===== src/hdl/lrt_pkg.sv =====
// Shared types, widths, constants and the arctangent table of the lidar ring and time tagger.
// Used by every module in this folder; depends on nothing.
package lrt_pkg;

  localparam int COORD_BITS_DEF   = 24;
  localparam int CORDIC_STEPS_DEF = 16;

  localparam int CW    = 36;
  localparam int ZW    = 22;
  localparam int OW    = 25;
  localparam int NW    = 48;
  localparam int DW    = 23;
  localparam int QB    = 21;
  localparam int TW    = 21;
  localparam int RW    = 6;
  localparam int CFG_W = 23;
  localparam int MW    = 33;

  localparam logic signed [ZW-1:0] Z_HALF_PI = 22'sd102944;

  localparam logic signed [OW-1:0] O_HALF_PI   = 25'sd102944;
  localparam logic signed [OW-1:0] O_PI        = 25'sd205887;
  localparam logic signed [OW-1:0] O_3HALF_PI  = 25'sd308831;
  localparam logic signed [OW-1:0] O_2PI       = 25'sd411775;

  localparam logic signed [MW-1:0] DEG_PER_RAD = 33'sd3754936;
  localparam logic signed [31:0]   DEG_M883    = -32'sd578683;
  localparam logic signed [31:0]   DEG_M2433   = -32'sd1594491;
  localparam logic signed [31:0]   DEG_2       = 32'sd131072;

  localparam logic [1:0] RING_16  = 2'd0;
  localparam logic [1:0] RING_32  = 2'd1;
  localparam logic [1:0] RING_64  = 2'd2;
  localparam logic [1:0] RING_OFF = 2'd3;

  localparam logic signed [TW-1:0] T_MAX = 21'sd1048575;
  localparam logic signed [TW-1:0] T_MIN = {1'b1, {(TW-1){1'b0}}};

  typedef enum logic [2:0] {
    CFG_RING_MODE = 3'd0,
    CFG_START_AZ  = 3'd1,
    CFG_END_AZ    = 3'd2,
    CFG_PERIOD    = 3'd3,
    CFG_MIN_RANGE = 3'd4,
    CFG_MAX_RANGE = 3'd5
  } cfg_idx_t;

  typedef enum logic [4:0] {
    S_IDLE, S_SQ_X, S_SQ_Y, S_SQ_Z, S_SQ_MN, S_SQ_MX, S_RANGE, S_SQRT,
    S_ELEV, S_DEG, S_RING, S_AZ, S_UNWRAP, S_TMUL, S_TCHK, S_DIV, S_OUT
  } state_t;

  typedef struct packed {
    logic                 start;
    logic signed [CW-1:0] x;
    logic signed [CW-1:0] y;
  } cordic_req_t;

  function automatic logic [16:0] atan_q16(input logic [4:0] i);
    logic [16:0] v;
    unique case (i)
      5'd0:  v = 17'd51472;
      5'd1:  v = 17'd30386;
      5'd2:  v = 17'd16055;
      5'd3:  v = 17'd8150;
      5'd4:  v = 17'd4091;
      5'd5:  v = 17'd2047;
      5'd6:  v = 17'd1024;
      5'd7:  v = 17'd512;
      5'd8:  v = 17'd256;
      5'd9:  v = 17'd128;
      5'd10: v = 17'd64;
      5'd11: v = 17'd32;
      5'd12: v = 17'd16;
      5'd13: v = 17'd8;
      5'd14: v = 17'd4;
      5'd15: v = 17'd2;
      5'd16: v = 17'd1;
      default: v = 17'd0;
    endcase
    return v;
  endfunction

endpackage


===== src/hdl/lrt_isqrt.sv =====
// Bit-serial integer square root of a 64-bit value, one result bit per cycle.
// Depends on lrt_pkg for the common import only.
module lrt_isqrt import lrt_pkg::*; (
  input  logic        clk,
  input  logic        rst,
  input  logic        start,
  input  logic [63:0] n,
  output logic        done,
  output logic [31:0] root
);

  logic        active;
  logic [4:0]  cnt;
  logic [63:0] rem;
  logic [63:0] res;
  logic [63:0] bitv;
  logic [63:0] trial;

  assign trial = res + bitv;
  assign root  = res[31:0];

  always_ff @(posedge clk) begin
    if (rst) begin
      active <= 1'b0;
      done   <= 1'b0;
      cnt    <= '0;
    end else begin
      done <= 1'b0;
      if (start) begin
        active <= 1'b1;
        cnt    <= '0;
        rem    <= n;
        res    <= '0;
        bitv   <= 64'h4000_0000_0000_0000;
      end else if (active) begin
        if (rem >= trial) begin
          rem <= rem - trial;
          res <= (res >> 1) + bitv;
        end else begin
          res <= res >> 1;
        end
        bitv <= bitv >> 2;
        cnt  <= cnt + 1'b1;
        if (cnt == 5'd31) begin
          active <= 1'b0;
          done   <= 1'b1;
        end
      end
    end
  end

endmodule


===== config.mk =====
export PLATFORM = sky130hd
export DESIGN_NAME = lrt_isqrt
export DESIGN_NICKNAME = d
export VERILOG_FILES = /design/src/hdl/lrt_pkg.sv /design/src/hdl/lrt_isqrt.sv
export SDC_FILE = /design/constraint.sdc
export NUM_CORES = 1
export LEC_CHECK = 0
export BUFFER_PORTS_ARGS = -buffer_cell sky130_fd_sc_hd__buf_2
export CAP_MARGIN = 10
export CORE_UTILIZATION = 60
export DETAILED_ROUTE_END_ITERATION = 16
export PLACE_DENSITY_LB_ADDON = 0.2
export SYNTH_ARGS = -nofsm -noshare
export SYNTH_HDL_FRONTEND = slang
export SYNTH_SLANG_ARGS = --single-unit

===== constraint.sdc =====
create_clock -name clk -period 14.7 [get_ports clk]
set_clock_uncertainty 0.15 [all_clocks]
set_input_delay 1.47 -clock clk [delete_from_list [all_inputs] [get_ports clk]]
set_output_delay 1.47 -clock clk [all_outputs]
set_load 0.05 [all_outputs]

==> results of run 1 <==
stage by stage:
step                setup slack (ns)  instances  power (mW)  hold WS [ns]
floorplan                       2.93       1850        1.63         0.317
global placement                8.32       2166        1.86         0.330
detailed placement              8.09       2166        1.88         0.345
CTS                             7.93       2198        2.34         0.364
global route                    7.36       2198        2.50         0.381
finish                          7.84       2199        2.36         0.357
layout make-up:
class                   count  share of cell area [%]
flip-flops and latches    167                    29.4
inverters                  38                   0.847
diodes                      1                  0.0149
well taps                 335                    2.49
clock inverters            14                   0.966
repair buffers            106                    3.37
clock buffers              18                    2.55
multi-input cells        1520                    60.4
state kept, by name (all words and copies together) (netlist names):
| name | flops |
|---|---|
| bitv | 32 |
| cnt | 5 |
| done | 1 |
| active | 1 |
| rem | 64 |
| res | 64 |
logic make-up (layout without fill, tap and decap cells):
family	after synthesis	count (layout)	synth area share (%)
flip-flops	167	167	31.1
adder cells (fa/ha/maj)	133	133	10.5
AND/OR/NAND/NOR	632	632	19.2
other	0	1	0
XOR/XNOR	169	169	9.32
multiplexers	6	6	0.402
AO/OA/AOI/OAI	580	580	24.4
buffers and inverters	163	176	5.03
power by group through the flow:
stage,combinational (mW),sequential (mW),clock [mW]
floorplan,0.967,0.661,0
global placement,1.18,0.688,0
detailed placement,1.19,0.689,0
CTS,1.20,0.681,0.466
global route,1.33,0.690,0.482
finish,1.22,0.683,0.461
how the worst min path moves through the flow:
stage,startpoint,to,cells past startpoint
finish,cnt[4],cnt[4],2
floorplan,cnt[4],cnt[4],2
global placement,cnt[4],cnt[4],2
detailed placement,cnt[4],cnt[4],2
CTS,cnt[4],cnt[4],2
global route,cnt[4],cnt[4],2
worst max-delay path, cell delays in order, from the launching register on:
cell and delay (ns):
edfxtp_1 0.50, ha_1 0.39, a31oi_1 0.23, o21bai_1 0.19, a21oi_2 0.26, o221a_2 0.30
o41ai_4 0.10, o31a_2 0.36, a21oi_2 0.23, o21ba_1 0.19, o21ai_1 0.09, xnor2_1 0.18
ha_1 0.46, nand4_1 0.27, nor4_1 0.31, nand4_1 0.16, o221ai_1 0.23, a21oi_1 0.08
o211ai_2 0.11, a21oi_2 0.09, buf_4 0.25, nor2_4 0.42, buf_4 0.53, o21ai_1 0.15
mux2_1 0.33
routing by layer:
layer  GRT usage, %  part of all wire (%)
met1           47.4                    48
met2           48.0                    43
met3           4.14                   7.2
met4           9.22                   2.1
met5              0                     0
cells in the final DEF (no fill, tap or decap), types with 7 or more instances in the layout:
cell type	n
nand2_1	204
o21ai_0	131
buf_2	98
a31oi_1	72
nor4_1	16
and3_1	21
and2_1	8
a21oi_1	126
inv_1	37
a211oi_2	19
nor3b_1	8
nor2b_1	61
edfxtp_1	160
a31o_2	16
a21o_1	33
clkbuf_16	17
o211ai_1	11
xnor2_1	94
ha_1	132
dfxtp_1	7
o21bai_1	30
o21a_1	10
a21oi_2	7
o21ai_1	26
nor3_1	37
nand3_1	32
a311oi_1	7
nor2_1	150
xor2_1	75
nand4_1	57
nand2b_1	7
a211oi_1	24
==> impl_results.md, run 1 <==
- Run status: completed
- WP data required: 14.75 ns
- Placer Congestion: 0.957
- Hold_buf cts: 0
- Synthesized Nets: 2,050
- Area Growth Syn to Fin: 6.01%
- CTS tree: yes
- Site Rows: 59
- CP endpoint: res[59]
- RSZ-0062 raised after global routing: false
- Register-to-Register Path Depth: 24
- NumNets Final: 2,050
- Cell taking the most area after synthesis: edfxtp_1
- Reg area: 4940 sq um
- Pin count of the biggest net entering global routing: 194
- Total CTS buffers: 17
- Max Cap Viol: 0
- Worst Max-Slew Pin Slew: 0.886 ns
- Tcrit/Tclk final: 46.7%
- Post-synth ARST share: 0%
- Crit path kind: reg2reg
- Post-route antenna net violation count: 0
- Distinct cells, synth: 90
- Total Wirelength: 43,100 um
- Most instantiated cells after synthesis: 204 x nand2_1, 160 x edfxtp_1, 151 x nor2_1
- Post-cts gate resize count: 0
- # H-tree levels: 4
- Vias/cell: 6.46
- Top cells by area, synth: edfxtp_1 30%, ha_1 10%, xnor2_1 5.2%
- Fmax: 0.146 GHz
- Layout cells sized above 1: 11.5%
- Initial antenna violation count: 1
- Detailed-route DRC error count: 0
- RR Endpoint: res[59]
- Avg Synthesized Cell Area: 8.59 sq um
- Crit. Startpoint: res[2]
- Type of the most critical hold path: reg2reg
- Critical Path AT: 6.91 ns
- Dpl cell area: 16,200 sq um
- Min Tclk post-route: 6.86 ns
- Headroom to the max-slew limit: 40.9%
- # fillers: 2,244
- Startpoint Class: flop
- Later-pin clock latency in the skew report: 0.45 ns
- Clk pwr share: 19.5%
- CTS Sinks: 167
- Final instance area: 16,800 sq um
- Most frequent cell after synthesis: nand2_1
- Die X-Extent: 165 um
- Root Buffer: clkbuf_16
- Ys flop type: edfxtp_1
- Max FO, Critical Path: 41
- Final Core Density: 64.8%
- Via count: 14,200
- Leakage Power: 6.25 nW
- Top Ports: 100
- Cell area after synthesis: 15,900 sq um
- Vias in the first global route: 12,900
- Switching Share: 44.7%
- Reg clk slew, reported paths: 0.08 ns
- Worst reg2reg setup slack: 7.84 ns
- Seq/Total Area, Yosys: 31.1%
- CORE AREA: 26,000 sq um
- Die area: 27,100 sq um
- Drt first pass iters: 6
- Maximum vdd drop: 0.141 mV
- I/O Buffers: 99
- Postcts setup bufs: 0
- Setup TNS: 0 ns
- Clk buf depth: 2
- Flops & latches, synth: 167
- Pwr/cell area: 140 nW/um^2
- Logic pwr share: 51.5%
- Post-synth EDFFs: 160
- Reg2reg start: res[2]
- Register share of total power: 29.0%
- Synth warn: 0
- Count of pins over their slew limit: 0
- GRT Total Usage: 31.9%
- Cells after synthesis: 1,850
- Fin. Hold Viols: 0
- Starting density of the core: 61.1%
- Die Ht: 165 um
- Element type at the critical path end: flop
- Final setup fails: 0
- Detailed Route Iter0 Violations: 1,629
- Int Pwr: 1.30 mW
- DP HPWL: 32,800 um
- First-pass GRT wire length: 67,500 um
- Net Sw Power: 1.06 mW
- Area of the multi-input gates: 10,200 sq um
- Remaining global-route overflow: 0
- WL per Instance: 19.6 um
- Area fraction of the dominant cell type after synthesis: 30.2%
Note: power is estimated with default switching activity, not from simulation.
==> run 2, diff against run 1 <==
Clock period 14.7 ns to 6.6 ns, I/O delays scaled along.
==> run 2 against run 1 <==
Clock power increased by 120%. Sequential power up 120%. Non-clock buffer count grew 7. Combinational power rose by 130%. Via count grew 2.3%. Clock-buffer cell count unchanged. Wire length grew 3.9%. Register-to-register slack got worse by 7.5 ns. Maximum frequency increased by 9.3%. Utilization grew 0.40 points. Highest routed layer unchanged.
==> impl_results.md, run 2 (same netlist as run 1, synthesis figures left out) <==
- Run status: completed (unchanged)
- WP data required: 6.59 ns (was 14.75 ns)
- Postcts setup bufs: 0 (unchanged)
- Post-cts gate resize count: 0 (unchanged)
- CTS tree: yes (unchanged)
- Detailed-route DRC error count: 0 (unchanged)
- Final setup fails: 0 (unchanged)
- CTS Sinks: 167 (unchanged)
- Fin. Hold Viols: 0 (unchanged)
- # fillers: 2,188 (was 2,244)
- Type of the most critical hold path: in2reg (was reg2reg)
- Vias in the first global route: 13,000 (was 12,900)
- Reg2reg start: res[22] (was res[2])
- Worst Max-Slew Pin Slew: 0.900 ns (was 0.886 ns)
- Starting density of the core: 61.1% (unchanged)
- Commonest non-fill, non-tap cell in the layout: nand2_1 (unchanged)
- Headroom to the max-slew limit: 39.9% (was 40.9%)
- Setup TNS: 0 ns (unchanged)
- Leakage Power: 6.29 nW (was 6.25 nW)
- Pin count of the biggest net entering global routing: 97 (was 194)
- Crit path kind: reg2reg (unchanged)
- Fmax: 0.159 GHz (was 0.146 GHz)
- DP HPWL: 33,600 um (was 32,800 um)
- Area Growth Syn to Fin: 6.66% (was 6.01%)
- Layout cells sized above 1: 12.2% (was 11.5%)
- Max Cap Viol: 0 (unchanged)
- Register-to-Register Path Depth: 22 (was 24)
- Root Buffer: clkbuf_16 (unchanged)
- Critical Path AT: 6.27 ns (was 6.91 ns)
- Min Tclk post-route: 6.28 ns (was 6.86 ns)
- NumNets Final: 2,058 (was 2,050)
- Clk buf depth: 2 (unchanged)
- Largest regs: rem x64, res x64, bitv x32 (unchanged)
- Reg area: 4940 sq um (unchanged)
- Via count: 14,500 (was 14,200)
- RSZ-0062 raised after global routing: false (unchanged)
- Reg clk slew, reported paths: 0.07 ns (was 0.08 ns)
- Most frequent cells in the layout: 203 x nand2_1, 160 x edfxtp_1, 150 x nor2_1 (was 204 x nand2_1, 160 x edfxtp_1, 150 x nor2_1)
- Min-Delay Path Depth: 2 (unchanged)
- Die area: 27,100 sq um (unchanged)
- Drt first pass iters: 6 (unchanged)
- WHS: 0.272 ns (was 0.357 ns)
- Post-route antenna net violation count: 0 (unchanged)
- Placer Congestion: 0.958 (was 0.957)
- CORE AREA: 26,000 sq um (unchanged)
- Detailed Route Iter0 Violations: 1,670 (was 1,629)
- Tcrit/Tclk final: 95.1% (was 46.7%)
- RR Endpoint: rem[24] (was res[59])
- Vias/cell: 6.59 (was 6.46)
- Max FO, Critical Path: 19 (was 41)
- Hold_buf cts: 0 (unchanged)
- Die Ht: 165 um (unchanged)
- Area of the multi-input gates: 10,300 sq um (was 10,200 sq um)
- Startpoint Class: flop (unchanged)
- Total CTS buffers: 17 (unchanged)
- Later-pin clock latency in the skew report: 0.45 ns (about the same)
- First-pass GRT wire length: 69,200 um (was 67,500 um)
- Pwr/cell area: 313 nW/um^2 (was 140 nW/um^2)
- WL per Instance: 20.3 um (was 19.6 um)
- Hold wc startpoint: rst (was cnt[4])
- GRT Total Usage: 32.8% (was 31.9%)
- Site Rows: 59 (unchanged)
- # H-tree levels: 4 (unchanged)
- Total Wirelength: 44,800 um (was 43,100 um)
- Die X-Extent: 165 um (unchanged)
- End of the worst hold path: active (was cnt[4])
- Maximum vdd drop: 0.174 mV (was 0.141 mV)
- Count of pins over their slew limit: 0 (unchanged)
- Element type at the critical path end: flop (unchanged)
- Design Power: 5.30 mW (was 2.36 mW)
- Initial antenna violation count: 1 (unchanged)
- Remaining global-route overflow: 0 (unchanged)
- I/O Buffers: 99 (unchanged)
- Worst reg2reg setup slack: 0.32 ns (was 7.84 ns)
- Top Ports: 100 (unchanged)
==> run 2: per-layer routing <==
layer / track usage [%] / up-vias / routed length (um)
li1: - / 6899 / -
met1: 49.4 / 6818 / 20200
met2: 48.8 / 748 / 19300
met3: 4.47 / 75 / 4290
met4: 9.22 / 0 / 994
met5: 0 / - / 0
==> run 2: worst max-delay path by stage <==
stage	from	slack, ns	cells after the start	end
CTS	res[22]	0.37	23	res[32]
detailed placement	res[22]	0.40	23	res[32]
global placement	res[24]	0.63	23	res[2]
finish	res[22]	0.32	22	rem[24]
global route	res[12]	0.006	22	rem[24]
floorplan	res[24]	-3.09	24	rem[0]
==> run 2: where the power goes <==
group | internal (mW) | leakage (nW) | switching (mW) | total (mW)
combinational | 1.01 | 4.42 | 1.77 | 2.78
sequential | 1.37 | 1.60 | 0.151 | 1.52
clock | 0.524 | 0.268 | 0.481 | 1.00
total | 2.91 | 6.29 | 2.40 | 5.30
==> run 2: worst max-delay path, stage by stage, from the launching register on <==
cell and delay (ns):
edfxtp_1 0.53, ha_4 0.37, nand4_1 0.17, o21ai_1 0.27, a21oi_1 0.10, o221a_2 0.34, o41ai_4 0.30, o31a_2 0.23
a21oi_2 0.09, o21bai_2 0.24, a31oi_1 0.13, xor2_1 0.19, ha_1 0.43, nand4_1 0.24, nor4_1 0.32, nand4_1 0.13
o221ai_1 0.18, a21oi_1 0.08, o211ai_2 0.09, a21oi_2 0.15, or2_1 0.29, a21boi_4 0.60, buf_4 0.36
==> run 2: stage by stage <==
step | setup WS [ns] | util (%) | instance area (sq um) | std cells
after floorplan | -3.09 | - | 16000 | 1850
after global placement | 0.632 | 63.0 | 16400 | 2173
after detailed placement | 0.398 | 63.0 | 16400 | 2173
after CTS | 0.369 | 65.2 | 16900 | 2205
after global routing | 0.00578 | 65.2 | 16900 | 2206
final | 0.322 | 65.2 | 16900 | 2207
==> run 2: layout make-up <==
type,count,area share (%)
Antenna cell,1,0.0148
Inverter,38,0.842
Clock buffer,18,2.53
Sequential cell,167,29.2
Multi-Input combinational cell,1521,60.6
Tap cell,335,2.47
Clock inverter,14,0.746
Timing Repair Buffer,113,3.66
