### src/hdl/lrt_pkg.sv
// Shared types, widths, constants and the arctangent table of the lidar ring and time tagger.
// Used by every module in this folder; depends on nothing.
package lrt_pkg;

  localparam int COORD_BITS_DEF   = 24;
  localparam int CORDIC_STEPS_DEF = 16;

  localparam int CW    = 36;
  localparam int ZW    = 22;
  localparam int OW    = 25;
  localparam int NW    = 48;
  localparam int DW    = 23;
  localparam int QB    = 21;
  localparam int TW    = 21;
  localparam int RW    = 6;
  localparam int CFG_W = 23;
  localparam int MW    = 33;

  localparam logic signed [ZW-1:0] Z_HALF_PI = 22'sd102944;

  localparam logic signed [OW-1:0] O_HALF_PI   = 25'sd102944;
  localparam logic signed [OW-1:0] O_PI        = 25'sd205887;
  localparam logic signed [OW-1:0] O_3HALF_PI  = 25'sd308831;
  localparam logic signed [OW-1:0] O_2PI       = 25'sd411775;

  localparam logic signed [MW-1:0] DEG_PER_RAD = 33'sd3754936;
  localparam logic signed [31:0]   DEG_M883    = -32'sd578683;
  localparam logic signed [31:0]   DEG_M2433   = -32'sd1594491;
  localparam logic signed [31:0]   DEG_2       = 32'sd131072;

  localparam logic [1:0] RING_16  = 2'd0;
  localparam logic [1:0] RING_32  = 2'd1;
  localparam logic [1:0] RING_64  = 2'd2;
  localparam logic [1:0] RING_OFF = 2'd3;

  localparam logic signed [TW-1:0] T_MAX = 21'sd1048575;
  localparam logic signed [TW-1:0] T_MIN = {1'b1, {(TW-1){1'b0}}};

  typedef enum logic [2:0] {
    CFG_RING_MODE = 3'd0,
    CFG_START_AZ  = 3'd1,
    CFG_END_AZ    = 3'd2,
    CFG_PERIOD    = 3'd3,
    CFG_MIN_RANGE = 3'd4,
    CFG_MAX_RANGE = 3'd5
  } cfg_idx_t;

  typedef enum logic [4:0] {
    S_IDLE, S_SQ_X, S_SQ_Y, S_SQ_Z, S_SQ_MN, S_SQ_MX, S_RANGE, S_SQRT,
    S_ELEV, S_DEG, S_RING, S_AZ, S_UNWRAP, S_TMUL, S_TCHK, S_DIV, S_OUT
  } state_t;

  typedef struct packed {
    logic                 start;
    logic signed [CW-1:0] x;
    logic signed [CW-1:0] y;
  } cordic_req_t;

  function automatic logic [16:0] atan_q16(input logic [4:0] i);
    logic [16:0] v;
    unique case (i)
      5'd0:  v = 17'd51472;
      5'd1:  v = 17'd30386;
      5'd2:  v = 17'd16055;
      5'd3:  v = 17'd8150;
      5'd4:  v = 17'd4091;
      5'd5:  v = 17'd2047;
      5'd6:  v = 17'd1024;
      5'd7:  v = 17'd512;
      5'd8:  v = 17'd256;
      5'd9:  v = 17'd128;
      5'd10: v = 17'd64;
      5'd11: v = 17'd32;
      5'd12: v = 17'd16;
      5'd13: v = 17'd8;
      5'd14: v = 17'd4;
      5'd15: v = 17'd2;
      5'd16: v = 17'd1;
      default: v = 17'd0;
    endcase
    return v;
  endfunction

endpackage

### src/hdl/lrt_cordic.sv
// Iterative vectoring CORDIC giving atan2(y, x) in Q16 radians, one step per cycle.
// Depends on lrt_pkg for widths, the request struct and the arctangent table.
module lrt_cordic import lrt_pkg::*; #(
  parameter int STEPS = CORDIC_STEPS_DEF
) (
  input  logic                 clk,
  input  logic                 rst,
  input  cordic_req_t          req,
  output logic                 done,
  output logic signed [ZW-1:0] z
);

  localparam int CNT_W = $clog2(STEPS);

  logic                 active;
  logic [CNT_W-1:0]     cnt;
  logic signed [CW-1:0] x;
  logic signed [CW-1:0] y;
  logic signed [CW-1:0] dx;
  logic signed [CW-1:0] dy;
  logic signed [ZW-1:0] da;

  assign dx = y >>> cnt;
  assign dy = x >>> cnt;
  assign da = $signed({{(ZW-17){1'b0}}, atan_q16(5'(cnt))});

  always_ff @(posedge clk) begin
    if (rst) begin
      active <= 1'b0;
      done   <= 1'b0;
      cnt    <= '0;
    end else begin
      done <= 1'b0;
      if (req.start) begin
        cnt <= '0;
        if (req.x == '0 && req.y == '0) begin
          z      <= '0;
          x      <= '0;
          y      <= '0;
          done   <= 1'b1;
          active <= 1'b0;
        end else begin
          active <= 1'b1;
          if (req.x < 0) begin
            if (req.y >= 0) begin
              x <= req.y;
              y <= -req.x;
              z <= Z_HALF_PI;
            end else begin
              x <= -req.y;
              y <= req.x;
              z <= -Z_HALF_PI;
            end
          end else begin
            x <= req.x;
            y <= req.y;
            z <= '0;
          end
        end
      end else if (active) begin
        if (y > 0) begin
          x <= x + dx;
          y <= y - dy;
          z <= z + da;
        end else begin
          x <= x - dx;
          y <= y + dy;
          z <= z - da;
        end
        cnt <= cnt + 1'b1;
        if (cnt == CNT_W'(STEPS - 1)) begin
          active <= 1'b0;
          done   <= 1'b1;
        end
      end
    end
  end

endmodule

### config.mk
export PLATFORM = sky130hd
export DESIGN_NAME = lrt_cordic
export DESIGN_NICKNAME = d
export VERILOG_FILES = /design/src/hdl/lrt_pkg.sv /design/src/hdl/lrt_cordic.sv
export SDC_FILE = /design/constraint.sdc
export NUM_CORES = 1
export LEC_CHECK = 0
export ABC_AREA = 0
export BUFFER_PORTS_ARGS = -buffer_cell sky130_fd_sc_hd__buf_2
export CORE_MARGIN = 2
export CORE_UTILIZATION = 57
export DETAILED_ROUTE_END_ITERATION = 16
export GPL_TIMING_DRIVEN = 0
export PLACE_DENSITY_LB_ADDON = 0.3
export RECOVER_POWER = 50
export SLEW_MARGIN = 0
export SYNTH_ARGS = -nofsm -noshare
export SYNTH_HDL_FRONTEND = slang
export SYNTH_SLANG_ARGS = --single-unit
### constraint.sdc
create_clock -name clk -period 7.8 [get_ports clk]
set_clock_uncertainty 0.15 [all_clocks]
set_input_delay 1.56 -clock clk [delete_from_list [all_inputs] [get_ports clk]]
set_output_delay 1.56 -clock clk [all_outputs]
set_load 0.02 [all_outputs]
==> results of run 1 <==
[synthesized netlist by cell type (all sizes together), types with 60 or more instances]
master    n
nand2   172
nor2    168
a21oi   162
o21ai   155
xnor2   106
ha      104
xor2    103
edfxtp   94
mux2i    85
o22ai    65
mux4     60
[layer usage]
layer,GRT usage,wire length (um),up-vias,share of wire
met5,0,18,-,0.00025
met4,0.221,4150,2,0.057
met3,0.185,11600,278,0.16
met2,0.667,30000,1544,0.41
met1,0.597,27200,8929,0.37
li1,-,-,8206,-
[report_power, final]
| part | switching [uW] | internal (uW) | leakage [uW] |
|---|---|---|---|
| Combinational | 2300 | 1530 | 0.00596 |
| Clock | 314 | 510 | 0.000312 |
| Sequential | 231 | 869 | 0.00108 |
[metrics by stage]
stage	total power (uW)	utilization	setup TNS, ns
2_1_floorplan	3720	-	0
5_1_grt	6050	0.634	0
3_5_place_dp	4700	0.614	-16.20
4_1_cts	5560	0.636	0
6_report	5760	0.634	0
3_3_place_gp	4620	0.613	-17.42
[logic make-up (layout without fill, tap and decap cells)]
family / after synthesis / in the layout
mux: 188 / 188
compound gates: 657 / 657
flops: 116 / 116
buf+inv: 177 / 300
xor+xnor: 210 / 210
fa+ha+maj: 107 / 107
simple gates: 631 / 631
[state kept, by name, indices dropped and copies added (netlist names)]
| name | count |
|---|---|
| active | 1 |
| cnt | 4 |
| done | 1 |
| z | 22 |
| da | 16 |
| x | 36 |
| y | 36 |
[what timing repair did]
action | CTS | global route
setup endpoints to repair | 34 | 26
pin swaps | 0 | 0
buffers inserted | 0 | 0
hold buffers | 0 | 0
gates resized for setup | 6 | 10
[layout make-up]
cell class,count,area share
Multi-Input combinational cell,1793,0.703
Sequential cell,116,0.173
Clock buffer,24,0.0301
Clock inverter,8,0.00292
Inverter,62,0.0124
Timing Repair Buffer,95,0.0236
Tap cell,390,0.0259
Buffer,111,0.0288
[how the worst max path moves through the flow]
stage                       from  depth (start not counted)  endpoint  slack, ns
after floorplan           cnt[3]                         23     x[27]       2.02
after global placement    cnt[3]                         23     x[35]      -1.20
after detailed placement  cnt[3]                         24     x[35]      -1.19
after CTS                 cnt[3]                         23     y[35]       0.06
after global routing      cnt[0]                         24     y[35]       0.02
final                     cnt[0]                         25     x[35]       0.21
[worst reg2reg max path: cells and delay by family (launching register included)]
family	cells	cell delay [ns]
fa+ha+maj	2	0.67
flops	1	0.31
simple gates	3	0.48
compound gates	11	2.34
buf+inv	7	2.49
xor+xnor	2	0.84
==> results.md, run 1 <==
- Most common cell after layout, fill and taps aside: nand2_1
- Largest net degree at the start of global routing: 70
- Tot GR Track Use: 0.461
- Hold worst-path end: cnt[0]
- Number of top-level pins: 98
- DP Worst Slack: -1.19 ns
- Adder-cell share of the synthesized area: 0.0788
- Pin slew with the least headroom to its limit: ~3.9 ns
- Layout area overhead: 9.09%
- Yosys cell types: 90
- Inst Count DP: between 2,000 and 3,000
- First drt pass iteration count: 8
- Tcrit/Tclk final: 0.974
- Ys flop type: edfxtp_1
- Crit-path leading delay family: buffers and inverters
- Status: finished, violations left
- Post-synthesis xor/xnor area fraction: 0.107
- Final net count: 2,378
- Final Hold Vio Count: 0
- CTS tree: built
- Layout cells sized above 1: 0.118
- Hold Crit Start: active
- Antenna Nets Post-Route: 0
- Fillers: roughly 2,600
- Commonest non-fill, non-tap cells in the layout: 172 x nand2_1, 168 x nor2_1, 162 x a21oi_1, 148 x o21ai_0, 106 x xnor2_1
- # setup viols final: 0
- Post-Layout Cell Count: 2,599
- Worst EP arrival: 7.59 ns
- First-pass GRT wire length: about 110,000 um
- H-tree depth: 4
- DRC Markers: 0
- Port bufs: 94
- Ys async rst share: 0
- Die ar.: 0.0317 mm2
- Core Box Area: 0.0297 mm2
- Total CTS buffers: 17
- WL/cell: 28.1 um
- Syn_nets: between 2,000 and 2,500
- Setup crit start kind: flop
- Clock slew at reported path FFs: ~0.06 ns
- Hold Path Cell Cnt: 2
- Combinational family with the most area after synthesis: compound AO/OA/AOI/OAI gates
- Worst R2R Path Depth: 25
- Max clock buf depth: 2
- RSZ-0062 raised after global routing: no
- Post-DP HPWL: ~57,000 um
- Die Width: approximately 180 um
- CP dominant cell by count: buf_2
- Post-synth EDFFs: 94
- Worst reg2reg endpoint: x[35]
- Sequential area share after synthesis: 0.189
- Total grt overflow: 0
- Crit path kind: reg -> reg
- Antenna cells: 0
- Initial antenna violation count: 2
- Failing checks: max-capacitance violations, max-slew violations
- Top cells by area, synth: edfxtp_1 16%, ha_1 7.5%, mux4_2 6.8%, xnor2_1 5.4%, xor2_1 5.2%
- Register Area: ~0.0033 mm2
- Reg2reg setup slack: 0.21 ns
- WHS: slightly above 0.5 ns
- CP required: slightly below 8 ns
- Final Cell Area: between 0.015 and 0.02 mm2
- Initial core utilization: 0.581
- Period minus WS final: about 7.6 ns
- Compound-cell area share of the yosys netlist: 0.244
- Synthesis Warnings: 0
- Launch point of the worst reg-to-reg path: cnt[0]
- Pleak: 0.00735 uW
- Post-DP Area: between 0.015 and 0.02 mm2
- Top cell type's share of synthesized area: 0.163
- Sink Count: between 100 and 150
- Area of the multi-input gates: between 0.01 and 0.015 mm2
- Final WL: 73,000 um
- Buffers plus inverters on the worst setup path: 7
- CP max stage delay: roughly 0.54 ns
- Die Y: ~180 um
- Slew Viols, Final: 70
- Row count: 63
- Post-Syn Instances: about 2,100
- Vias in the first global route: 17,600
- Nature of the critical path endpoint: flop
- RePlAce Congestion: 1.09
- HP Class: reg -> reg
- CTS Root Cell: clkbuf_16
- DR vias/cell: between 7 and 8
- Pwr dens: 306 mW/mm2
- Mapped Area: ~0.017 mm2
- Post-Synth Simple-Gate Area: 0.180
- Clock Latency Late Sink: around 0.46 ns
- #FFs+latches synth: about 120
- Proportion of synthesized area in mux cells: 0.157
- VDD IR max: approximately 0.00018 V
- Via count: 19,000
- Max_cap viols: 1
- CP max FO: 10
- Synth area leader: edfxtp_1
- DRT iter0 DRCs: 2,760
- CP max-delay cell: buf_1
- Final worst slack: roughly 0.21 ns
- Max Clk Rate: between 0.1 and 0.15 GHz
- Syn Area/Cell: just over 8 um2
- Slew headroom: -1.62
(Power assumes the default switching activity.)
==> run 2, diff against run 1 <==
- clock period: 7.8 -> 9 ns (I/O delays scaled with it)
==> results.md, run 2 (synthesis gave the netlist of run 1 again) <==
- Status: finished, violations left
- Failing checks: max-capacitance violations, max-slew violations
- Final Cell Area: 0.0188 mm2 (about the same)
- Row count: 63 (unchanged)
- Slew Viols, Final: 70 (unchanged)
- Setup TNS: 0 ns (unchanged)
- HP Class: reg -> reg
- Registers with the most flip-flops: x (36), y (36), z (22)
- CP max-delay cell: clkbuf_1
- First-pass GRT wire length: 108,000 um (+0.20%)
- Layout area overhead: 9.05% (about the same)
- CP max FO: 10 (unchanged)
- Commonest non-fill, non-tap cells in the layout: 172 x nand2_1, 168 x nor2_1, 162 x a21oi_1, 148 x o21ai_0, 106 x xnor2_1
- VDD IR max: 0.000152 V (-13%)
- CTS tree: built
- Clock slew at reported path FFs: 0.06 ns (about the same)
- Antenna cells: 0 (unchanged)
- Post-DP HPWL: 56,900 um (unchanged)
- Layout cells sized above 1: 0.116 (-0.00202)
- Core Box Area: 0.0297 mm2 (unchanged)
- Worst EP arrival: 8.86 ns (+1.27 ns)
- Most common cell after layout, fill and taps aside: nand2_1
- Pwr dens: 265 mW/mm2 (-13%)
- DRT iter0 DRCs: 2,627 (-4.8%)
- # setup viols final: 0 (unchanged)
- Max clock buf depth: 2 (unchanged)
- Fillers: 2,580 (-0.077%)
- Final WL: 73,800 um (+1.1%)
- Die ar.: 0.0317 mm2 (unchanged)
- WHS: 0.524 ns (+0.00522 ns)
- Tot GR Track Use: 0.462 (+0.000686)
- Post-DP Area: 0.0183 mm2 (unchanged)
- H-tree depth: 4 (unchanged)
- Slew headroom: -1.64 (-0.0212)
- Via count: 19,000 (+0.074%)
- Crit-path leading delay family: buffers and inverters
- Max Clk Rate: 0.113 GHz (-14%)
- Area of the multi-input gates: 0.0132 mm2 (unchanged)
- Setup crit start kind: flop
- Clock Latency Late Sink: 0.45 ns (about the same)
- Register Area: 0.00326 mm2 (unchanged)
- Launch point of the worst reg-to-reg path: cnt[3]
- Total CTS buffers: 17 (unchanged)
- Largest net degree at the start of global routing: 70 (unchanged)
- CP required: 8.99 ns (+1.19 ns)
- DRC Markers: 0 (unchanged)
- Pleak: 0.00734 uW (-0.19%)
- Tcrit/Tclk final: 0.985 (+0.0116)
- Sink Count: 116 (unchanged)
- DR vias/cell: 7.29 (about the same)
- Port bufs: 94 (unchanged)
- Crit path kind: reg -> reg
- Cts hold-fix bufs: 0 (unchanged)
- CTS Root Cell: clkbuf_16
- Buffers plus inverters on the worst setup path: 7 (unchanged)
- CP max stage delay: 0.65 ns (+0.11 ns)
- Period minus WS final: 8.87 ns (+1.27 ns)
- Hold Crit Start: active
- CP dominant cell by count: clkbuf_1
- WL/cell: 28.3 um (+0.92%)
- Post CTS Setup Buffer Count: 0 (unchanged)
- Die Width: 178 um (unchanged)
- Antenna Nets Post-Route: 0 (unchanged)
- First drt pass iteration count: 9 (+1)
- Vias in the first global route: 17,600 (+0.28%)
- Nature of the critical path endpoint: flop
- Total grt overflow: 0 (unchanged)
- Number of top-level pins: 98 (unchanged)
- Max_cap viols: 1 (unchanged)
- Die Y: 178 um (unchanged)
- Initial core utilization: 0.581 (unchanged)
- Initial antenna violation count: 1 (-1)
- RePlAce Congestion: 1.09 (unchanged)
- Worst R2R Path Depth: 24 (-4.0%)
- Final net count: 2,382 (+0.17%)
- Pin slew with the least headroom to its limit: 3.96 ns (+0.0319 ns)
- CP cell instances: clkbuf_1 > clkbuf_2 > clkbuf_1 > clkbuf_1 > clkbuf_2 > clkbuf_1 > clkbuf_2 > o21a_1 > ha_1 > and2_1 > o211ai_1 > nor3_1 > a21oi_1 > xnor2_1 > ha_1 > a21o_1 > a21o_1 > a221oi_1 > o21ai_0 > nor3_1 > a21oi_1 > a211oi_1 > xnor3_1 > o32ai_1
- Worst reg2reg endpoint: x[35]
- Hold Path Cell Cnt: 2 (unchanged)
- Hold worst-path end: cnt[0]
- RSZ-0062 raised after global routing: no
- Final Hold Vio Count: 0 (unchanged)
- Reg2reg setup slack: 0.13 ns (-0.07 ns)
[run 2: final cells by class]
class,instances,share of cell area
repair buffers,95,0.0236
clock buffers,24,0.0302
well taps,390,0.0259
inverters,62,0.0124
plain buffers,115,0.0284
flip-flops and latches,116,0.173
multi-input cells,1793,0.703
clock inverters,8,0.00292
[run 2: worst register-to-register path, stage by stage, from the launching register on]
cell	delay [ns]
dfxtp_1	0.31
clkbuf_1	0.41
clkbuf_2	0.49
clkbuf_1	0.66
clkbuf_1	0.63
clkbuf_2	0.54
clkbuf_1	0.56
clkbuf_2	0.49
o21a_1	0.24
ha_1	0.21
and2_1	0.17
o211ai_1	0.26
nor3_1	0.48
a21oi_1	0.15
xnor2_1	0.42
ha_1	0.39
a21o_1	0.24
a21o_1	0.18
a221oi_1	0.28
o21ai_0	0.19
nor3_1	0.21
a21oi_1	0.16
a211oi_1	0.28
xnor3_1	0.33
o32ai_1	0.14
[run 2: stage by stage]
step	total power (uW)	util	worst slack, ns	cells
2_1_floorplan	3220	-	3.22	2086
3_3_place_gp	4000	0.613	-0.000434	2570
3_5_place_dp	4070	0.614	0.0121	2571
4_1_cts	4820	0.635	0.239	2603
5_1_grt	5240	0.634	0.209	2603
6_report	5000	0.634	0.133	2603
[run 2: per-layer routing]
metal / GRT usage / wire length, um
met2: 0.667 / 30200
met1: 0.601 / 27500
met5: 0 / 18
met4: 0.226 / 4340
met3: 0.179 / 11700
[run 2: worst max path at each step]
stage | cells after the start | from | end | slack [ns]
final | 24 | cnt[3] | x[35] | 0.13
after global routing | 24 | cnt[3] | x[35] | 0.21
after CTS | 24 | cnt[3] | x[35] | 0.24
after detailed placement | 24 | cnt[3] | x[35] | 0.01
after global placement | 23 | cnt[3] | x[35] | -0.0004
after floorplan | 23 | cnt[3] | x[27] | 3.22
[run 2: repair_timing]
item	4_1_cts	5_1_grt
cloned	0	0
resized for setup	1	5
endpoints found under the hold margin	0	0
endpoints found under the setup margin	1	6
[run 2: power breakdown]
group,internal (uW),switching (uW),leakage (uW)
clock network,442,270,0.000312
logic,1330,2000,0.00594
registers,753,202,0.00108
