[src/hdl/lrt_pkg.sv]
// Shared types, widths, constants and the arctangent table of the lidar ring and time tagger.
// Used by every module in this folder; depends on nothing.
package lrt_pkg;

  localparam int COORD_BITS_DEF   = 24;
  localparam int CORDIC_STEPS_DEF = 16;

  localparam int CW    = 36;
  localparam int ZW    = 22;
  localparam int OW    = 25;
  localparam int NW    = 48;
  localparam int DW    = 23;
  localparam int QB    = 21;
  localparam int TW    = 21;
  localparam int RW    = 6;
  localparam int CFG_W = 23;
  localparam int MW    = 33;

  localparam logic signed [ZW-1:0] Z_HALF_PI = 22'sd102944;

  localparam logic signed [OW-1:0] O_HALF_PI   = 25'sd102944;
  localparam logic signed [OW-1:0] O_PI        = 25'sd205887;
  localparam logic signed [OW-1:0] O_3HALF_PI  = 25'sd308831;
  localparam logic signed [OW-1:0] O_2PI       = 25'sd411775;

  localparam logic signed [MW-1:0] DEG_PER_RAD = 33'sd3754936;
  localparam logic signed [31:0]   DEG_M883    = -32'sd578683;
  localparam logic signed [31:0]   DEG_M2433   = -32'sd1594491;
  localparam logic signed [31:0]   DEG_2       = 32'sd131072;

  localparam logic [1:0] RING_16  = 2'd0;
  localparam logic [1:0] RING_32  = 2'd1;
  localparam logic [1:0] RING_64  = 2'd2;
  localparam logic [1:0] RING_OFF = 2'd3;

  localparam logic signed [TW-1:0] T_MAX = 21'sd1048575;
  localparam logic signed [TW-1:0] T_MIN = {1'b1, {(TW-1){1'b0}}};

  typedef enum logic [2:0] {
    CFG_RING_MODE = 3'd0,
    CFG_START_AZ  = 3'd1,
    CFG_END_AZ    = 3'd2,
    CFG_PERIOD    = 3'd3,
    CFG_MIN_RANGE = 3'd4,
    CFG_MAX_RANGE = 3'd5
  } cfg_idx_t;

  typedef enum logic [4:0] {
    S_IDLE, S_SQ_X, S_SQ_Y, S_SQ_Z, S_SQ_MN, S_SQ_MX, S_RANGE, S_SQRT,
    S_ELEV, S_DEG, S_RING, S_AZ, S_UNWRAP, S_TMUL, S_TCHK, S_DIV, S_OUT
  } state_t;

  typedef struct packed {
    logic                 start;
    logic signed [CW-1:0] x;
    logic signed [CW-1:0] y;
  } cordic_req_t;

  function automatic logic [16:0] atan_q16(input logic [4:0] i);
    logic [16:0] v;
    unique case (i)
      5'd0:  v = 17'd51472;
      5'd1:  v = 17'd30386;
      5'd2:  v = 17'd16055;
      5'd3:  v = 17'd8150;
      5'd4:  v = 17'd4091;
      5'd5:  v = 17'd2047;
      5'd6:  v = 17'd1024;
      5'd7:  v = 17'd512;
      5'd8:  v = 17'd256;
      5'd9:  v = 17'd128;
      5'd10: v = 17'd64;
      5'd11: v = 17'd32;
      5'd12: v = 17'd16;
      5'd13: v = 17'd8;
      5'd14: v = 17'd4;
      5'd15: v = 17'd2;
      5'd16: v = 17'd1;
      default: v = 17'd0;
    endcase
    return v;
  endfunction

endpackage

[src/hdl/lrt_div.sv]
// Restoring divider for magnitudes, one quotient bit per cycle; the quotient must fit QB bits.
// Depends on lrt_pkg for the dividend, divisor and quotient widths.
module lrt_div import lrt_pkg::*; (
  input  logic          clk,
  input  logic          rst,
  input  logic          start,
  input  logic [NW-1:0] num,
  input  logic [DW-1:0] den,
  output logic          done,
  output logic [QB-1:0] q
);

  localparam int CNT_W = $clog2(QB);

  logic             active;
  logic [CNT_W-1:0] cnt;
  logic [NW-1:0]    rem;
  logic [NW-1:0]    dsh;

  always_ff @(posedge clk) begin
    if (rst) begin
      active <= 1'b0;
      done   <= 1'b0;
      cnt    <= '0;
    end else begin
      done <= 1'b0;
      if (start) begin
        active <= 1'b1;
        cnt    <= '0;
        rem    <= num;
        dsh    <= NW'({den, {(QB-1){1'b0}}});
        q      <= '0;
      end else if (active) begin
        if (rem >= dsh) begin
          rem <= rem - dsh;
          q   <= {q[QB-2:0], 1'b1};
        end else begin
          q   <= {q[QB-2:0], 1'b0};
        end
        dsh <= dsh >> 1;
        cnt <= cnt + 1'b1;
        if (cnt == CNT_W'(QB - 1)) begin
          active <= 1'b0;
          done   <= 1'b1;
        end
      end
    end
  end

endmodule

[config.mk]
export PLATFORM = sky130hd
export DESIGN_NAME = lrt_div
export DESIGN_NICKNAME = d
export VERILOG_FILES = /design/src/hdl/lrt_pkg.sv /design/src/hdl/lrt_div.sv
export SDC_FILE = /design/constraint.sdc
export NUM_CORES = 1
export LEC_CHECK = 0
export BUFFER_PORTS_ARGS = -buffer_cell sky130_fd_sc_hd__buf_2
export CAP_MARGIN = 20
export CORE_AREA = 2 2 133 135
export DETAILED_ROUTE_END_ITERATION = 8
export DIE_AREA = 0 0 135 137
export SETUP_SLACK_MARGIN = 0.02
export SLEW_MARGIN = 10
export SYNTH_ARGS = -nofsm -noshare
export SYNTH_HDL_FRONTEND = slang
export SYNTH_SLANG_ARGS = --single-unit
[constraint.sdc]
create_clock -name clk -period 5.8 [get_ports clk]
set_input_delay 1.45 -clock clk [delete_from_list [all_inputs] [get_ports clk]]
set_output_delay 1.45 -clock clk [all_outputs]
set_load 0.01 [all_outputs]
==> results.tsv, run 1 <==
metric	value	unit
syn_inst	805	
insertedDiodeCount	0	
drt_wl_total	17.2	mm
ctsHtreeMaxLevel	4	
cts_hold_buffers	0	
syn_nets	925	
reg2reg_slack	2.06	ns
grt_max_degree	65	
hp-class	flip-flop to flip-flop	
setup_viol	0	
ioPinCount	96	
clock-sinks	119	
crit_chain	ha_1, fa_1, nor2b_1, o21ai_1, a31oi_1, nor3_2, nor3_1, nor2_1, a21o_1, a31oi_4, buf_4	
setup_slack	2.06	ns
whs_path_depth	2	
required	5.87	ns
ant_nets	0	
synth_top_area_cell	edfxtp_1	
rr_worst_depth	11	
outcome	complete, no violations	
yosys_warnings	0	
clockRootBuffer	clkbuf_16	
core_area	0.0171	mm^2
postCtsSetupBuffers	0	
min_to	cnt[4]	
vias	5984	
dieWidth	135	um
cts_resized	0	
final_area	0.00874	mm^2
grtUsageTotal	19.4	%
holdWs	0.521	ns
ys_seq_elements	119	
end_kind	flip-flop	
clock_latency	0.42	ns
synth_flop_cell	edfxtp_1	
syn_area_per_cell	9.38	um^2
numCtsBuffers	17	
first_global_vias	5823	
die_y	137	um
maxCapViolations	0	
drive_gt1_share	15.5	%
clockBufferDepth	2	
hold_viol	0	
gr-total-overflow	0	
async_flop_share	0	%
met2_usage	30.3	%
crit_path_start	dsh[0]	
irDropWorstVdd	0.206	mV
critPathTopFamily	compound AO/OA/AOI/OAI gates	
rows	48	
slew_viol_final	0	
seq_area_frac_synth	46.4	%
critPathMaxStageDelay	0.59	ns
worstMarginPinSlew	0.964	ns
synthDistinctLibCells	63	
slowest_stage	a31oi_4	
crit_path_start_kind	flip-flop	
period_minus_slack	3.74	ns
synthToLayoutAreaGrowth	15.8	%
arrival	3.81	ns
grt_util_met1	27.0	%
post-route-period-util	64.4	%
hp-start	cnt[4]	
power.density	305	mW/mm^2
finalSetupTns	0	ns
grt.met3_usage	4.26	%
busiest_layer	met2	
slew_headroom	35.6	%
drt_iter0_markers	458	
synth_area_leaders	edfxtp_1 (45%), ha_1 (7.5%), o21ai_0 (5.4%)	
syn-cell-area	0.00755	mm^2
cts_tree	yes	
regToRegStartpoint	dsh[0]	
leakage	0.00367	uW
place_ws	2.01	ns
worstPathMaxFanout	29	
start_util	44.3	%
antenna_found_initial	0	
numPortBuffers	95	
critPathKind	flip-flop to flip-flop	
nNetsFinal	1005	
path_clk_slew	0.06	ns
hpwl	12.4	mm
critical_path_buf_inv_count	1	
timing.rr.end	rem[17]	
synth_top_area_share	44.5	%
final_util	51.3	%
grt_pass1_wl	28.4	mm
dr.pass1.iters	5	
viasPerCell	5.33	
dpl_cell_area	0.00820	mm^2
fmax	0.268	GHz
place.gp.congestion	0.844	
fin_skew	0.00736	ns
drc_errors	0	
synth_edf_count	112	
wire_per_inst	15.3	um
dieArea	0.0185	mm^2
rsz0062_at_grt	false	
cells in the mapped netlist, types with 6 or more instances:
library cell and number:
dfxtp_1 7, nor2b_1 28, edfxtp_1 112, nor3_1 17, nand2b_1 6, nor2_1 58, o21ai_1 8, nand2_1 103
xnor2_1 19, o21ai_0 82, inv_1 60, o21bai_1 8, a21o_1 24, nand4_1 15, a31oi_1 7, ha_1 45
xor2_1 20, or3_1 7, and3_1 7, nand3_1 13, clkbuf_1 32, a21oi_1 50
registers in the layout, summed over array words and instances, names as in the netlist:
name,cells
rem,48
dsh,43
q,21
cnt,5
active,1
done,1
tightest hold or removal path, cell delays in order, from the launching register on:
cell     delay [ns]
dfxtp_1        0.35
xor2_1         0.07
nor2_1         0.07
kinds of logic after synthesis:
| kind of cell | count (synthesis) | share of synthesized area, % |
|---|---|---|
| flip-flops | 119 | 46.4 |
| multiplexers | 4 | 0.547 |
| AND/OR/NAND/NOR | 278 | 17.8 |
| XOR/XNOR | 39 | 4.52 |
| adder cells (fa/ha/maj) | 46 | 7.72 |
| AO/OA/AOI/OAI | 220 | 17.9 |
| buffers and inverters | 99 | 5.10 |
where the power goes:
part           switching, uW  internal (uW)
clock network            376            619
logic                    380            242
registers               22.3           1030
layer usage:
metal	up-vias	part of all wire [%]
met5	-	0
met4	0	1.4
met3	20	4.4
met2	138	45
met1	2783	49
li1	3043	-
how the worst max path moves through the flow:
| stage | end | cells after the start |
|---|---|---|
| after floorplan | rem[0] | 5 |
| after global placement | dsh[23] | 4 |
| after detailed placement | dsh[24] | 4 |
| after CTS | rem[16] | 11 |
| after global routing | rem[15] | 10 |
| final | rem[17] | 11 |
final cells by class:
cell class	count	area, um^2
clock buffers	19	433
flip-flops and latches	119	3500
repair buffers	99	508
clock inverters	12	111
multi-input cells	587	3680
well taps	225	282
fillers	1631	8310
inverters	61	229
placed cells by master (no fill, tap or decap), drive strengths merged, types with 3 or more instances in the layout:
cell type / netlist / layout
mux2i: 3 / 3
nand4: 15 / 15
o31ai: 5 / 5
nor4: 4 / 4
o21bai: 8 / 8
xnor2: 19 / 19
o21a: 5 / 5
inv: 60 / 60
nand2: 103 / 103
a31oi: 7 / 7
dfxtp: 7 / 7
xor2: 20 / 20
and3: 7 / 7
a21oi: 50 / 50
nand2b: 6 / 6
nand3: 13 / 13
buf: 6 / 99
nor2b: 28 / 28
o21ai: 90 / 90
nor2: 58 / 58
a41oi: 3 / 3
clkinv: 1 / 9
and2: 6 / 6
or3: 7 / 7
a211oi: 5 / 5
and4: 4 / 4
nor3: 19 / 19
a21o: 24 / 24
clkbuf: 32 / 19
ha: 45 / 45
edfxtp: 112 / 112
stage by stage:
stage | total power (uW) | cells
5_1_grt | 2810 | 1122
3_5_place_dp | 1680 | 1091
3_3_place_gp | 1680 | 1091
4_1_cts | 2680 | 1122
6_report | 2670 | 1122
2_1_floorplan | 1530 | 805
Power figures use the tool's default switching activity.
==> inputs of run 2 (changes only) <==
PLACE_DENSITY = 0.66   (was not set)
clock period = 3.12 ns   (was 5.8 ns; I/O delays follow)
==> run 2 against run 1 <==
Clock skew increased by 0.0044 ns. Cell area increased by 2.4%. Sequential share of layout area decreased by 0.93 points. Utilization increased by 1.2 points. Sequential power increased by 86%. Register-to-register slack got worse by 1.9 ns. Wire length increased by 5.4%. Via count increased by 1.5%. Fmax increased by 27%. Combinational power increased by 93%. Critical path type unchanged. Critical endpoint is now rem[18]. Largest cell class unchanged.
==> results.tsv, run 2 (same netlist as run 1, synthesis figures left out) <==
metric	value	unit	change
layout_common_cells	edfxtp_1 (112), nand2_1 (103), buf_2 (94)		
rows	48		unchanged
ant_nets	0		unchanged
clock_latency	0.43	ns	about the same
hp-start	cnt[4]		
mostFrequentLayoutCell	edfxtp_1		
fmax	0.341	GHz	+27%
power.density	575	mW/mm^2	+88%
netSwitchingPower	1560	uW	+100%
viasPerCell	5.34		+0.20%
place_ws	0.136	ns	-1.87 ns
period_minus_slack	2.93	ns	-0.804 ns
regToRegStartpoint	rem[25]		
cts_hold_buffers	0		unchanged
min_to	cnt[4]		
die_y	137	um	unchanged
critPathTopFamily	simple AND/OR/NAND/NOR gates		
swShare	30.4	%	+1.2 points
critical_path_buf_inv_count	2		+1
cts_tree	yes		
required	3.24	ns	-2.63 ns
grt_pass1_wl	29.2	mm	+2.8%
start_util	44.3	%	unchanged
slew_viol_final	0		unchanged
irDropWorstVdd	0.405	mV	+96%
arrival	3.05	ns	-0.76 ns
dieArea	0.0185	mm^2	unchanged
clockBufferDepth	2		unchanged
setup_slack	0.187	ns	-1.88 ns
dr.pass1.iters	6		+1
grt_max_degree	62		-4.6%
worstMarginPinSlew	0.710	ns	-0.254 ns
dieWidth	135	um	unchanged
nNetsFinal	1019		+1.4%
crit_chain	ha_1, nand4_1, or3_1, nor2_1, inv_1, nor3_2, nor2_1, a21o_1, a31oi_4, buf_12		
clockRootBuffer	clkbuf_16		
maxCapViolations	0		unchanged
drc_errors	0		unchanged
hpwl	13.4	mm	+8.6%
rr_worst_depth	10		-1
cp_common_cell	nor2_1		
cp.depth	10		-1
antenna_found_initial	0		unchanged
slowest_stage	ha_1		
wire_per_inst	15.9	um	+4.1%
worstPathMaxFanout	27		-6.9%
insertedDiodeCount	0		unchanged
final_area	0.00895	mm^2	+2.4%
drive_gt1_share	18.0	%	+2.5 points
pwr-share-comb	23.4	%	about the same
postCtsSetupBuffers	0		unchanged
timing.rr.end	rem[18]		
drt_iter0_markers	538		+17%
largest_reg_flops	48		unchanged
regMostFlops	rem		
numPortBuffers	95		unchanged
critPathMaxStageDelay	0.42	ns	-0.17 ns
clock-sinks	119		unchanged
internal_power	3580	uW	+89%
first_global_vias	5883		+1.0%
place.gp.congestion	0.911		+7.9%
hp-class	flip-flop to flip-flop		
p_seq_share	38.0	%	-1.4 points
rsz0062_at_grt	false		
ioPinCount	96		unchanged
numCtsBuffers	17		unchanged
end_kind	flip-flop		
post-route-period-util	94.0	%	+30 points
largestRegisters	rem: 48 flops, dsh: 43 flops, q: 21 flops		
gr-total-overflow	0		unchanged
grtUsageTotal	20.3	%	+0.87 points
whs_path_depth	2		unchanged
reg2reg_slack	0.19	ns	-1.88 ns
crit_path_start_kind	flip-flop		
core_area	0.0171	mm^2	unchanged
setup_viol	0		unchanged
final-instance-count-excl-fill	1137		+1.3%
dpl_cell_area	0.00836	mm^2	+2.0%
placed_cells	1105		+1.3%
ctsHtreeMaxLevel	4		unchanged
slew_headroom	52.2	%	+17 points
drt_wl_total	18.1	mm	+5.4%
leakage	0.00376	uW	+2.4%
path_clk_slew	0.06	ns	about the same
synthToLayoutAreaGrowth	18.5	%	
outcome	complete, no violations		
vias	6076		+1.5%
fin_skew	0.0117	ns	+0.00437 ns
clkPwrFrac	38.7	%	+1.4 points
critPathKind	flip-flop to flip-flop		
hold_viol	0		unchanged
==> run 2: changes by cell type in the layout (fill, tap and decap cells not counted), sizes merged <==
cell,change
clkinvlp,+1
buf,+14
clkinv,-4
inv,+6
clkbuf,-2
==> run 2: routing by layer <==
layer	wire length, um	global-route usage, %
met1	8650	28.0
met2	8380	31.8
met3	736	3.78
met4	361	7.64
met5	0	0
==> run 2: power by group through the flow <==
stage / combinational, uW / sequential, uW / clock (uW)
6_report: 1200 / 1950 / 1990
5_1_grt: 1340 / 1960 / 2100
4_1_cts: 1200 / 1950 / 2020
3_5_place_dp: 1190 / 1980 / 0
3_3_place_gp: 1180 / 1980 / 0
2_1_floorplan: 863 / 1980 / 0
==> run 2: area by class of cell <==
| type | count | area, um^2 |
|---|---|---|
| sequential | 119 | 3500 |
| clock inverter | 15 | 164 |
| inverter | 61 | 233 |
| tap | 225 | 282 |
| fill | 1622 | 8110 |
| multi-input combinational | 587 | 3690 |
| clock buffer | 17 | 425 |
| timing repair buffer | 113 | 651 |
==> run 2: worst reg2reg max path: stages (launching register included) <==
cell      delay, ns
edfxtp_1       0.37
ha_1           0.42
nand4_1        0.19
or3_1          0.36
nor2_1         0.14
inv_1          0.08
nor3_2         0.20
nor2_1         0.10
a21o_1         0.25
a31oi_4        0.27
buf_12         0.24
==> run 2: worst max path at each step <==
stage | to | slack (ns) | startpoint
after detailed placement | rem[38] | 0.14 | dsh[0]
after CTS | rem[38] | 0.10 | dsh[0]
after floorplan | rem[0] | -0.06 | rem[27]
after global placement | rem[38] | 0.18 | dsh[0]
after global routing | rem[45] | 0.02 | dsh[12]
final | rem[18] | 0.19 | rem[25]
==> run 2: per-stage QoR <==
step / setup TNS (ns) / power [uW] / hold WS [ns] / utilization [%]
4_1_cts: 0 / 5170 / 0.523 / 52.5
6_report: 0 / 5140 / 0.523 / 52.5
2_1_floorplan: -2.82 / 2850 / 0.479 / -
3_5_place_dp: 0 / 3170 / 0.508 / 49.0
3_3_place_gp: 0 / 3160 / 0.495 / 49.0
5_1_grt: 0 / 5400 / 0.567 / 52.5
==> run 2: repair_timing <==
item,CTS,global route
hold endpoints to repair,0,0
setup endpoints to repair,0,3
resized for setup,0,2
==> inputs of run 3 (changes only) <==
MAX_ROUTING_LAYER = met4   (was not set)
==> run 3 against run 2 <==
Cell count hardly changed. Clock power is 5% higher. First-iteration DRC count is 6.5% higher. Count of clock-buffer cells in the layout stayed put. Register-to-register slack better by 0.02 ns. Clock skew is 0.0016 ns higher. Die area stayed put. Sequential cell count stayed put. Wire length is 0.86% higher. Worst hold slack worse by 0.00077 ns. Via count is 0.41% lower. Critical path depth is 1 higher. Critical endpoint is now rem[20].
==> results.tsv, run 3 (same netlist as run 1, synthesis figures left out) <==
metric	value	unit	change
outcome	complete, no violations		
final_util	52.7	%	+0.21 points
maxCapViolations	0		unchanged
grtUsageTotal	21.2	%	+0.93 points
clock_latency	0.43	ns	about the same
slew_headroom	56.6	%	+4.3 points
wire_per_inst	16.1	um	+0.94%
antenna_found_initial	0		unchanged
wl_met3	785	um	+6.7%
met2_length	8.47	mm	+1.1%
numPortBuffers	95		unchanged
power.density	583	mW/mm^2	+1.5%
clockBufferDepth	2		unchanged
start_util	44.3	%	unchanged
clock-sinks	119		unchanged
nNetsFinal	1018		-0.098%
rows	48		unchanged
worstPathMaxFanout	33		+22%
period_minus_slack	2.92	ns	-0.0154 ns
insertedDiodeCount	0		unchanged
first_global_vias	5872		-0.19%
postCtsSetupBuffers	0		unchanged
top_layer	met4		
holdWs	0.522	ns	-0.000773 ns
setup_slack	0.202	ns	+0.0154 ns
reg2reg_slack	0.20	ns	+0.02 ns
cts_tree	yes		
regMostFlops	rem		
drc_errors	0		unchanged
ant_nets	0		unchanged
die_y	137	um	unchanged
cts_hold_buffers	0		unchanged
slew_viol_final	0		unchanged
post-route-period-util	93.5	%	-0.49 points
grt_pass1_wl	29.6	mm	+1.4%
clkPwrFrac	39.6	%	+0.9 points
viasPerCell	5.33		-0.32%
layout_common_cells	edfxtp_1 (112), nand2_1 (103), buf_2 (94)		
drt_iter0_markers	573		+6.5%
dr.pass1.iters	5		-1
setup_viol	0		unchanged
dieArea	0.0185	mm^2	unchanged
critPathKind	flip-flop to flip-flop		
finalSetupTns	0	ns	unchanged
internal_power	3670	uW	+2.5%
irDropWorstVdd	0.395	mV	-2.3%
place_ws	0.130	ns	-0.00547 ns
numCtsBuffers	17		unchanged
ctsHtreeMaxLevel	4		unchanged
ioPinCount	96		unchanged
core_area	0.0171	mm^2	unchanged
vias	6051		-0.41%
drt_wl_total	18.3	mm	+0.86%
gr-total-overflow	0		unchanged
hold_viol	0		unchanged
dieWidth	135	um	unchanged
mostFrequentLayoutCell	edfxtp_1		
pwr-share-comb	23.1	%	-0.3 points
crit_path_start_kind	flip-flop		
drive_gt1_share	18.1	%	+0.13 points
path_clk_slew	0.06	ns	about the same
arrival	3.02	ns	-0.03 ns
clockRootBuffer	clkbuf_16		
required	3.23	ns	about the same
rr_worst_depth	11		+1
rsz0062_at_grt	true		
swShare	30.0	%	-0.35 points
fmax	0.343	GHz	+0.53%
p_seq_share	37.3	%	-0.7 points
largest_reg_flops	48		unchanged
hpwl	13.4	mm	-0.49%
synthToLayoutAreaGrowth	19.0	%	
whs_path_depth	2		unchanged
grt_max_degree	69		+11%
netSwitchingPower	1570	uW	+0.77%
largestRegisters	rem: 48 flops, dsh: 43 flops, q: 21 flops		
hp-class	flip-flop to flip-flop		
worstMarginPinSlew	0.645	ns	-0.0643 ns
leakage	0.00377	uW	about the same
end_kind	flip-flop		
m1WireLength	8.76	mm	+1.4%
fin_skew	0.0134	ns	+0.00164 ns
place.gp.congestion	0.924		+1.4%
==> run 3: changes by cell type in the layout (fill, tap and decap cells not counted), sizes merged <==
| cell | delta |
|---|---|
| buf | -1 |
| bufinv | +1 |
| clkinv | -2 |
| inv | +1 |
==> run 3: power groups by stage <==
stage	Clock (uW)	Combinational [uW]	Sequential (uW)
floorplan	0	863	1980
global placement	0	1180	1980
detailed placement	0	1190	1990
CTS	2110	1200	1950
global route	2180	1350	1970
finish	2080	1210	1950
==> run 3: layout make-up <==
cell class | instances | area [um^2]
well taps | 225 | 282
multi-input cells | 587 | 3710
clock buffers | 17 | 425
repair buffers | 112 | 647
flip-flops and latches | 119 | 3500
inverters | 61 | 233
clock inverters | 15 | 188
fillers | 1602 | 8070
==> run 3: worst paths after layout <==
| path | from | to |
|---|---|---|
| worst min register to register | cnt[4] | cnt[4] |
| worst min-delay path | cnt[4] | cnt[4] |
| worst max register to register | dsh[0] | rem[20] |
| worst max-delay path | dsh[0] | rem[20] |
==> run 3: per-stage QoR <==
stage	power [uW]	instances	cell area (um^2)
2_1_floorplan	2850	805	7600
3_3_place_gp	3160	1104	8350
3_5_place_dp	3180	1104	8350
4_1_cts	5270	1136	8960
5_1_grt	5500	1136	8990
6_report	5240	1136	8990
==> run 3: worst max-delay path, stage by stage (launching register included) <==
cell,delay [ns]
edfxtp_1,0.39
ha_2,0.20
fa_2,0.34
nor2b_1,0.16
o21ai_1,0.11
a31oi_1,0.31
nor3_2,0.10
nor3_2,0.14
nor2_1,0.09
a21o_1,0.24
a31oi_4,0.23
buf_12,0.25
==> run 3: layer usage <==
metal  vias to the layer above  GRT usage, %
met2                       150          32.4
met5                         -             -
met3                        17          3.70
met4                         0          7.12
li1                       3076             -
met1                      2808          28.7
==> run 3: timing repair <==
item	4_1_cts	5_1_grt
gates resized for setup	0	6
setup endpoints to repair	0	47
hold endpoints to repair	0	0
